File: config.mk
export PLATFORM = sky130hd
export DESIGN_NAME = text_console_command_parser_unit
export DESIGN_NICKNAME = d
export VERILOG_FILES = /design/src/tccp_pkg.sv /design/src/text_console_command_parser_unit.sv
export SDC_FILE = /design/constraint.sdc
export NUM_CORES = 1
export LEC_CHECK = 0
export BUFFER_PORTS_ARGS = -buffer_cell sky130_fd_sc_hd__buf_4
export CAP_MARGIN = 10
export CELL_PAD_IN_SITES_DETAIL_PLACEMENT = 1
export CELL_PAD_IN_SITES_GLOBAL_PLACEMENT = 1
export CORE_MARGIN = 2
export CORE_UTILIZATION = 43
export DETAILED_ROUTE_END_ITERATION = 8
export HOLD_SLACK_MARGIN = 0.05
export PLACE_DENSITY_LB_ADDON = 0.1
export SYNTH_ARGS = -nofsm -noshare
export SYNTH_HDL_FRONTEND = slang
export SYNTH_SLANG_ARGS = --single-unit
File: constraint.sdc
create_clock -name clk -period 4.6 [get_ports clk]
set_input_delay 0.23 -clock clk [delete_from_list [all_inputs] [get_ports clk]]
set_output_delay 0.23 -clock clk [all_outputs]
set_load 0.01 [all_outputs]
File: src/tccp_pkg.sv
// shared types and constants for the text console command parser
package tccp_pkg;

    typedef enum logic [1:0] {
        PH_NORMAL = 2'd0,
        PH_CMD    = 2'd1,
        PH_ARGS   = 2'd2
    } phase_t;

    typedef enum logic [1:0] {
        ACT_GLYPH     = 2'd0,
        ACT_CLR_EOL   = 2'd1,
        ACT_CLR_LINE  = 2'd2,
        ACT_CLR_SCRN  = 2'd3
    } action_t;

    typedef enum logic [1:0] {
        REG_DEFAULT_COLOR = 2'd0,
        REG_COLUMNS       = 2'd1,
        REG_ROWS          = 2'd2,
        REG_SCROLL_OFFSET = 2'd3
    } cfg_reg_t;

    localparam logic [7:0] CH_CMD_START = 8'h01;
    localparam logic [7:0] CH_CMD_END   = 8'h02;
    localparam logic [7:0] CH_TAB       = 8'h09;
    localparam logic [7:0] CH_NL        = 8'h0a;
    localparam logic [7:0] CH_CR        = 8'h0d;
    localparam logic [7:0] CMD_COLOR    = 8'h63;
    localparam logic [7:0] CMD_RESET_C  = 8'h72;
    localparam logic [7:0] CMD_UP       = 8'h75;
    localparam logic [7:0] CMD_DOWN     = 8'h64;
    localparam logic [7:0] CMD_POS      = 8'h70;
    localparam logic [7:0] CMD_CLR_EOL  = 8'h6b;
    localparam logic [7:0] CMD_CLR_LINE = 8'h4b;
    localparam logic [7:0] CMD_CLR_SCRN = 8'h73;

    localparam logic [8:0]  TAB_MASK   = ~9'd7;
    localparam logic [15:0] ROW_MAX    = 16'hffff;
    localparam logic [31:0] COLOR_INIT = 32'hffff_ffff;
    localparam int          ARG_KEEP   = 4;

    typedef struct packed {
        logic       op;
        logic [7:0] text_byte;
        logic       end_of_buffer;
    } in_word_t;

    typedef struct packed {
        action_t     action;
        logic [7:0]  cell_col;
        logic [7:0]  cell_row;
        logic [7:0]  glyph;
        logic [31:0] glyph_color;
    } out_word_t;

endpackage

File: src/text_console_command_parser_unit.sv
// top level of the text console command parser
//
//  channel  | signals                          | direction | notes
//  text     | text_valid text_ready text_data  | in        | one byte or frame start per word
//  act      | act_valid act_ready act_data     | out       | at most one draw or clear word per input
//  cfg      | cfg_we cfg_index cfg_data        | in        | register write, no wait
//
//  each input word goes from acceptance to its result through the input register,
//  then one pass of cursor and parser logic into the output register
//  one word per cycle sustained; the output register stalls the input register only
//  while a result is held and act_ready is low
//  reset clears the cursor, parser and color at once; no clearing pass
module text_console_command_parser_unit
    import tccp_pkg::*;
#(
    parameter int MAX_ARGS = 8
) (
    input  logic       clk,
    input  logic       rst_n,
    input  logic       text_valid,
    output logic       text_ready,
    input  in_word_t   text_data,
    output logic       act_valid,
    input  logic       act_ready,
    output out_word_t  act_data,
    input  logic       cfg_we,
    input  logic [1:0] cfg_index,
    input  logic [31:0] cfg_data
);

    localparam int CNT_W = $clog2(MAX_ARGS + 1);

    logic [31:0] default_color_reg;
    logic [7:0]  columns_reg;
    logic [7:0]  rows_reg;
    logic [15:0] scroll_offset_reg;

    logic        s1_valid_reg;
    in_word_t    s1_word_reg;
    logic        act_valid_reg;
    out_word_t   act_word_reg;
    logic        s1_go;

    logic [7:0]  col_reg, col_next;
    logic [15:0] row_reg, row_next;
    logic [31:0] color_reg, color_next;
    phase_t      phase_reg, phase_next;
    logic [7:0]  code_reg, code_next;
    logic [7:0]  arg_reg  [ARG_KEEP];
    logic [7:0]  arg_next [ARG_KEEP];
    logic [CNT_W-1:0] cnt_reg, cnt_next;

    logic        res_valid;
    out_word_t   res_word;

    // configuration
    always_ff @(posedge clk or negedge rst_n)
    begin
        if (!rst_n)
        begin
            default_color_reg <= COLOR_INIT;
            columns_reg       <= 8'd80;
            rows_reg          <= 8'd25;
            scroll_offset_reg <= 16'd0;
        end
        else if (cfg_we)
        begin
            case (cfg_reg_t'(cfg_index))
                REG_DEFAULT_COLOR: default_color_reg <= cfg_data;
                REG_COLUMNS:       columns_reg       <= cfg_data[7:0];
                REG_ROWS:          rows_reg          <= cfg_data[7:0];
                REG_SCROLL_OFFSET: scroll_offset_reg <= cfg_data[15:0];
                default:           ;
            endcase
        end
    end

    // handshake
    assign s1_go      = s1_valid_reg && (!act_valid_reg || act_ready);
    assign text_ready = !s1_valid_reg || s1_go;
    assign act_valid  = act_valid_reg;
    assign act_data   = act_word_reg;

    always_ff @(posedge clk or negedge rst_n)
    begin
        if (!rst_n)
        begin
            s1_valid_reg  <= 1'b0;
            act_valid_reg <= 1'b0;
        end
        else
        begin
            if (text_ready)
            begin
                s1_valid_reg <= text_valid;
            end
            if (s1_go)
            begin
                act_valid_reg <= res_valid;
            end
            else if (act_ready)
            begin
                act_valid_reg <= 1'b0;
            end
        end
    end

    always_ff @(posedge clk)
    begin
        if (text_valid && text_ready)
        begin
            s1_word_reg <= text_data;
        end
        if (s1_go && res_valid)
        begin
            act_word_reg <= res_word;
        end
    end

    // cursor and parser state
    always_ff @(posedge clk or negedge rst_n)
    begin
        if (!rst_n)
        begin
            col_reg   <= 8'd0;
            row_reg   <= 16'd0;
            color_reg <= COLOR_INIT;
            phase_reg <= PH_NORMAL;
            code_reg  <= 8'd0;
            cnt_reg   <= '0;
            for (int i = 0; i < ARG_KEEP; i++)
            begin
                arg_reg[i] <= 8'd0;
            end
        end
        else if (s1_go)
        begin
            col_reg   <= col_next;
            row_reg   <= row_next;
            color_reg <= color_next;
            phase_reg <= phase_next;
            code_reg  <= code_next;
            cnt_reg   <= cnt_next;
            for (int i = 0; i < ARG_KEEP; i++)
            begin
                arg_reg[i] <= arg_next[i];
            end
        end
    end

    always_comb
    begin
        logic [7:0]  b;
        logic        eob;
        logic        run;
        logic        store;
        logic        visible;
        logic [16:0] row_diff;
        logic [16:0] row_sum;
        logic [8:0]  col_inc;
        logic [8:0]  col_tab;
        logic [7:0]  vrow;

        b     = s1_word_reg.text_byte;
        eob   = s1_word_reg.end_of_buffer;
        run   = 1'b0;
        store = 1'b0;

        row_diff = {1'b0, row_reg} - {1'b0, scroll_offset_reg};
        visible  = !row_diff[16] && (row_diff[15:0] < {8'd0, rows_reg});
        vrow     = row_diff[7:0];
        row_sum  = {1'b0, row_reg} + 17'd1;
        col_inc  = {1'b0, col_reg} + 9'd1;
        col_tab  = ({1'b0, col_reg} + 9'd8) & TAB_MASK;

        col_next   = col_reg;
        row_next   = row_reg;
        color_next = color_reg;
        phase_next = phase_reg;
        code_next  = code_reg;
        cnt_next   = cnt_reg;
        for (int i = 0; i < ARG_KEEP; i++)
        begin
            arg_next[i] = arg_reg[i];
        end

        res_valid = 1'b0;
        res_word  = '{action: ACT_CLR_SCRN, cell_col: 8'd0, cell_row: 8'd0,
                      glyph: 8'd0, glyph_color: 32'd0};

        if (s1_word_reg.op)
        begin
            col_next   = 8'd0;
            row_next   = 16'd0;
            color_next = default_color_reg;
            phase_next = PH_NORMAL;
            res_valid  = 1'b1;
        end
        else
        begin
            case (phase_reg)
                PH_CMD:
                begin
                    code_next = b;
                    cnt_next  = '0;
                    for (int i = 0; i < ARG_KEEP; i++)
                    begin
                        arg_next[i] = 8'd0;
                    end
                    if (eob)
                    begin
                        phase_next = PH_NORMAL;
                        run        = 1'b1;
                    end
                    else
                    begin
                        phase_next = PH_ARGS;
                    end
                end
                PH_ARGS:
                begin
                    store = (b != CH_CMD_END) && (cnt_reg < CNT_W'(MAX_ARGS));
                    if (store)
                    begin
                        for (int i = 0; i < ARG_KEEP; i++)
                        begin
                            if (cnt_reg == CNT_W'(i))
                            begin
                                arg_next[i] = b;
                            end
                        end
                        cnt_next = cnt_reg + CNT_W'(1);
                    end
                    if ((b == CH_CMD_END) || (cnt_next >= CNT_W'(MAX_ARGS)) || eob)
                    begin
                        phase_next = PH_NORMAL;
                        run        = 1'b1;
                    end
                end
                default:
                begin
                    phase_next = PH_NORMAL;
                    if (b == CH_CMD_START)
                    begin
                        if (!eob)
                        begin
                            phase_next = PH_CMD;
                        end
                    end
                    else if (b == CH_NL)
                    begin
                        col_next = 8'd0;
                        row_next = row_sum[16] ? ROW_MAX : row_sum[15:0];
                    end
                    else if (b == CH_CR)
                    begin
                        col_next = 8'd0;
                    end
                    else if (b == CH_TAB)
                    begin
                        if (col_tab >= {1'b0, columns_reg})
                        begin
                            col_next = 8'd0;
                            row_next = row_sum[16] ? ROW_MAX : row_sum[15:0];
                        end
                        else
                        begin
                            col_next = col_tab[7:0];
                        end
                    end
                    else
                    begin
                        if (visible && (col_reg < columns_reg))
                        begin
                            res_valid = 1'b1;
                            res_word  = '{action: ACT_GLYPH, cell_col: col_reg,
                                          cell_row: vrow, glyph: b,
                                          glyph_color: color_reg};
                        end
                        if (col_inc >= {1'b0, columns_reg})
                        begin
                            col_next = 8'd0;
                            row_next = row_sum[16] ? ROW_MAX : row_sum[15:0];
                        end
                        else
                        begin
                            col_next = col_inc[7:0];
                        end
                    end
                end
            endcase

            // command execution on the updated code, count and arguments
            if (run)
            begin
                case (code_next)
                    CMD_COLOR:
                    begin
                        if (cnt_next >= CNT_W'(4))
                        begin
                            color_next = {arg_next[3], arg_next[0], arg_next[1], arg_next[2]};
                        end
                    end
                    CMD_RESET_C:
                    begin
                        color_next = default_color_reg;
                    end
                    CMD_UP:
                    begin
                        if (cnt_next != '0)
                        begin
                            row_next = (row_reg > {8'd0, arg_next[0]})
                                     ? row_reg - {8'd0, arg_next[0]} : 16'd0;
                        end
                    end
                    CMD_DOWN:
                    begin
                        if (cnt_next != '0)
                        begin
                            row_sum  = {1'b0, row_reg} + {9'd0, arg_next[0]};
                            row_next = row_sum[16] ? ROW_MAX : row_sum[15:0];
                        end
                    end
                    CMD_POS:
                    begin
                        if (cnt_next >= CNT_W'(2))
                        begin
                            col_next = arg_next[0];
                            row_next = {8'd0, arg_next[1]};
                        end
                    end
                    CMD_CLR_EOL:
                    begin
                        if (visible && (col_reg < columns_reg))
                        begin
                            res_valid = 1'b1;
                            res_word  = '{action: ACT_CLR_EOL, cell_col: col_reg,
                                          cell_row: vrow, glyph: 8'd0,
                                          glyph_color: 32'd0};
                        end
                    end
                    CMD_CLR_LINE:
                    begin
                        if (visible)
                        begin
                            res_valid = 1'b1;
                            res_word  = '{action: ACT_CLR_LINE, cell_col: 8'd0,
                                          cell_row: vrow, glyph: 8'd0,
                                          glyph_color: 32'd0};
                        end
                        col_next = 8'd0;
                    end
                    CMD_CLR_SCRN:
                    begin
                        res_valid = 1'b1;
                        col_next  = 8'd0;
                        row_next  = scroll_offset_reg;
                    end
                    default:
                    begin
                    end
                endcase
            end
        end
    end

`ifndef SYNTHESIS
    a_clear_no_payload: assert property (@(posedge clk) disable iff (!rst_n)
        act_valid && (act_data.action != ACT_GLYPH)
        |-> (act_data.glyph == 8'd0) && (act_data.glyph_color == 32'd0))
        else $error("clear word carries glyph data");

    a_frame_resets_parser: assert property (@(posedge clk) disable iff (!rst_n)
        s1_go && s1_word_reg.op |=> (phase_reg == PH_NORMAL) && act_valid
            && (act_data.action == ACT_CLR_SCRN))
        else $error("frame start did not reset parser");

    a_cnt_bound: assert property (@(posedge clk) disable iff (!rst_n)
        cnt_reg <= CNT_W'(MAX_ARGS))
        else $error("argument count overflow");

    a_glyph_in_window: assert property (@(posedge clk) disable iff (!rst_n)
        act_valid && (act_data.action == ACT_GLYPH)
        |-> (act_data.cell_col < columns_reg) && (act_data.cell_row < rows_reg))
        else $error("glyph outside visible window");

    a_ready_when_empty: assert property (@(posedge clk) disable iff (!rst_n)
        !s1_valid_reg |-> text_ready)
        else $error("input stalled with empty input register");
`endif

endmodule

==> impl_metrics.csv <==
group,metric,value,unit
clocking,clock_sinks,236,
clocking,clk_transition_reported_paths,0.06,ns
synthesis,syn-num-nets,1637,
global_route,grt_pass1_wl,80180,microns
synthesis,synth_top_area_cell,"dfrtp_1",
clocking,h-tree-depth,1,
run,maxCapViolCount,0,
synthesis,ys_seq_elements,236,
layout,instances_no_fill,2194,
worst_setup_path,cp-endpoint,"act_data[31]$_SDFFCE_PP0P_",
detailed_routing,wl_per_cell,24.10,microns
layout,final_layout_size_suffix_gt1_frac,0.2629,
run_status,outcome,"completed",
sta,setup_viol,0,
detailed_routing,routed_wl,52870,microns
sta,fmax,226.8,MHz
worst_setup_path,path_class,"flop to flop",
layout,syn2layout_area_growth,24.26,%
floorplanning,die_h,187.5,microns
sta,finalSetupTns,0,ns
worst_setup_path,critical_path.startpoint,"row_reg[1]$_DFFE_PN0P_",
power,powerDensity,397.6,mW/mm^2
detailed_routing,drcViolationCount,0,
clocking,cts.path.max_buffers,3,
synthesis,synth_edf_count,68,
layout,nFillCells,3786,
worst_setup_path,crit_chain,"buf_4 > ha_1 > nor2b_1 > o21a_1 > o21ai_1 > a21oi_1 > nor2_1 > xnor2_1 > ha_1 > inv_1 > o22ai_2 > nor4_2 > o2111ai_1 > or4_4 > o31ai_4 > and2_4 > clkbuf_16",
sta,finalCriticalPeriod,4.409,ns
synthesis,yosysTopAreaCellShare,0.1711,
layout,final_util,0.5393,
worst_setup_path,cp.required,4.88,ns
worst_setup_path,rr_endpoint,"act_data[31]$_SDFFCE_PP0P_",
detailed_routing,drtPass1Iterations,7,
floorplanning,ios,109,
global_route,grt_pass1_vias,13229,
sta,fin_hold_ws,0.1287,ns
placement,dp.cells,2090,
synthesis,synth_area_leaders,"dfrtp_1 17%, edfxtp_1 14%, dfstp_2 13%, mux2_2 6.4%, ha_1 6.0%",
layout,multi_input_area,0.007647,sq mm
power,total_power,7.155,mW
sta,tightestPinTransition,0.9944,ns
placement,port_buffers,108,
sta,post-route-period-util,0.9585,
sta,slew_viol_final,0,
power,vdd_drop_max,0.3839,mV
layout,nets,1845,
clocking,cts_buffers,28,
worst_setup_path,critPathMostFrequentCell,"ha_1",
global_route,grt_usage,0.2957,
clocking,cts_root_buffer,"clkbuf_16",
detailed_routing,num_vias,12971,
detailed_routing,drt_iter0_drc,953,
worst_setup_path,cp-start-kind,"flop",
synthesis,avgSynthCellArea,9.552,sq um
clocking,clkLatencyLatePin,0.58,ns
floorplanning,start_util,0.4340,
worst_setup_path,reg2reg_slack,0.19,ns
min_path,hold_path_class,"input port to flop",
global_route,grt_overflow,0,
worst_setup_path,max_stage_delay,0.60,ns
global_route,antenna_found_initial,0,
placement,dp_hpwl,38160,microns
floorplanning,fp.coreArea,0.03336,sq mm
worst_setup_path,cp_slowest_cell,"or4_4",
synthesis,synth_warnings,0,
detailed_routing,vias_per_cell,5.912,
sta,timing.slew.headroom,0.3301,
floorplanning,num_rows,67,
power,leakage,7.701,nW
synthesis,synthFlopType,"dfrtp_1",
worst_setup_path,regToRegStartpoint,"row_reg[1]$_DFFE_PN0P_",
floorplanning,dieWidth,187.5,microns
clocking,tritoncts,"yes",
placement,gp_congestion,0.9615,
worst_setup_path,rr_worst_depth,17,
synthesis,syn_area,0.01448,sq mm
layout,largest_reg_flops,58,
detailed_routing,drtAntennaViolNets,0,
layout,seqCellArea,0.006334,sq mm
synthesis,yosysSeqAreaShare,0.4373,
floorplanning,dieArea,0.03516,sq mm
layout,antenna_cells,0,
sta,clock_skew,0.01962,ns
synthesis,synthCells,1516,
global_route,grt_max_degree,86,
sta,hold_violations,0,
worst_setup_path,endpoint_kind,"flop",
synthesis,async_flop_share,0.7119,
worst_setup_path,path_max_fanout,7,
worst_setup_path,cp.arrival,4.69,ns
synthesis,ys_types,88,
[how the worst min path moves through the flow]
stage,from,endpoint,depth (start not counted)
4_1_cts,cfg_index[0],default_color_reg[11]$_DFFE_PN1P_,3
3_5_place_dp,rst_n,scroll_offset_reg[8]$_DFFE_PN0P_,1
5_1_grt,cfg_index[0],default_color_reg[11]$_DFFE_PN1P_,3
6_report,cfg_index[0],default_color_reg[11]$_DFFE_PN1P_,3
2_1_floorplan,rst_n,act_valid$_DFFE_PN0P_,0
3_3_place_gp,rst_n,scroll_offset_reg[9]$_DFFE_PN0P_,1
[area by class of cell]
type,count,area share
clock buffers,39,0.04464
clock inverters,13,0.01085
inverters,68,0.01419
multi-input cells,1129,0.4250
flip-flops and latches,236,0.3520
well taps,448,0.03115
repair buffers,261,0.1222
[per-stage QoR]
step	cell area (sq um)	worst slack (ns)
after floorplan	14480	0.1685
after global placement	16380	0.2878
after detailed placement	16380	0.09763
after CTS	17830	0.04269
after global routing	17990	-0.05487
final	17990	0.1907
[synthesized netlist by cell type, types with 11 or more instances]
master	instances
nand2_1	164
nor2_1	116
a21oi_1	104
dfrtp_1	99
o21ai_0	94
mux2_2	82
dfstp_2	69
ha_1	69
edfxtp_1	68
inv_1	68
clkbuf_1	67
and3_1	61
a31oi_1	34
nand3_1	33
nor3_1	27
mux2i_1	25
xnor2_1	21
and2_1	19
a22oi_1	15
nand2b_1	15
a211oi_1	14
nor2b_1	13
nor3b_1	13
a22o_1	12
o21a_1	12
o221ai_1	11
o22ai_1	11
[critical path: cells and delay by family (launching register included)]
family          cells  cell delay [ns]
fa+ha+maj           2             0.55
compound gates      6             1.00
xor+xnor            1             0.16
simple gates        5             1.53
flops               1             0.38
buf+inv             3             0.47
[cell usage in the layout, fill, tap and decap left out, types with 10 or more instances in the layout]
cell,synthesis,final
dfstp_2,69,69
buf_4,0,205
o21a_1,12,12
a211oi_1,14,13
mux2_2,82,82
ha_1,69,68
a22oi_1,15,15
dlygate4sd3_1,0,45
edfxtp_1,68,68
nor3_1,27,27
o221ai_1,11,11
a21oi_1,104,102
nand4_1,10,10
dfrtp_1,99,98
mux2i_1,25,25
nand2b_1,15,15
clkbuf_16,0,32
o21ai_0,94,91
a31oi_1,34,34
and3_1,61,60
o22ai_1,11,10
xor2_1,10,10
nand3_1,33,33
a22o_1,12,12
nor2b_1,13,13
nor3b_1,13,12
inv_1,68,68
xnor2_1,21,21
and2_1,19,18
nand2_1,164,163
nor2_1,116,115
[logic make-up after synthesis]
kind of cell,after synthesis,synth area share
simple gates,525,0.1812
compound gates,394,0.1769
mux,107,0.08105
buf+inv,151,0.04104
flops,236,0.4373
xor+xnor,31,0.01875
fa+ha+maj,72,0.06377
[power by group]
group	leakage (nW)	total [mW]	switching, mW	internal (mW)
registers	2.68	2.74	0.210	2.53
logic	4.55	2.00	1.13	0.874
clock network	0.466	2.41	0.964	1.45
total	7.70	7.15	2.30	4.85
[repair_timing]
action | 4_1_cts | 5_1_grt
endpoints found under the hold margin | 124 | 0
hold buffers | 45 | 0
setup endpoints to repair | 0 | 66
gates resized for setup | 0 | 15
setup buffers | 0 | 2
[routing by layer]
layer / up-vias / track usage / routed length, microns
met5: - / 0 / 0
met2: 365 / 0.4718 / 24240
met1: 6574 / 0.4162 / 23990
met3: 89 / 0.04043 / 2661
met4: 0 / 0.09843 / 1974
li1: 5943 / - / -
No activity file was read; power rests on OpenSTA's default activity.
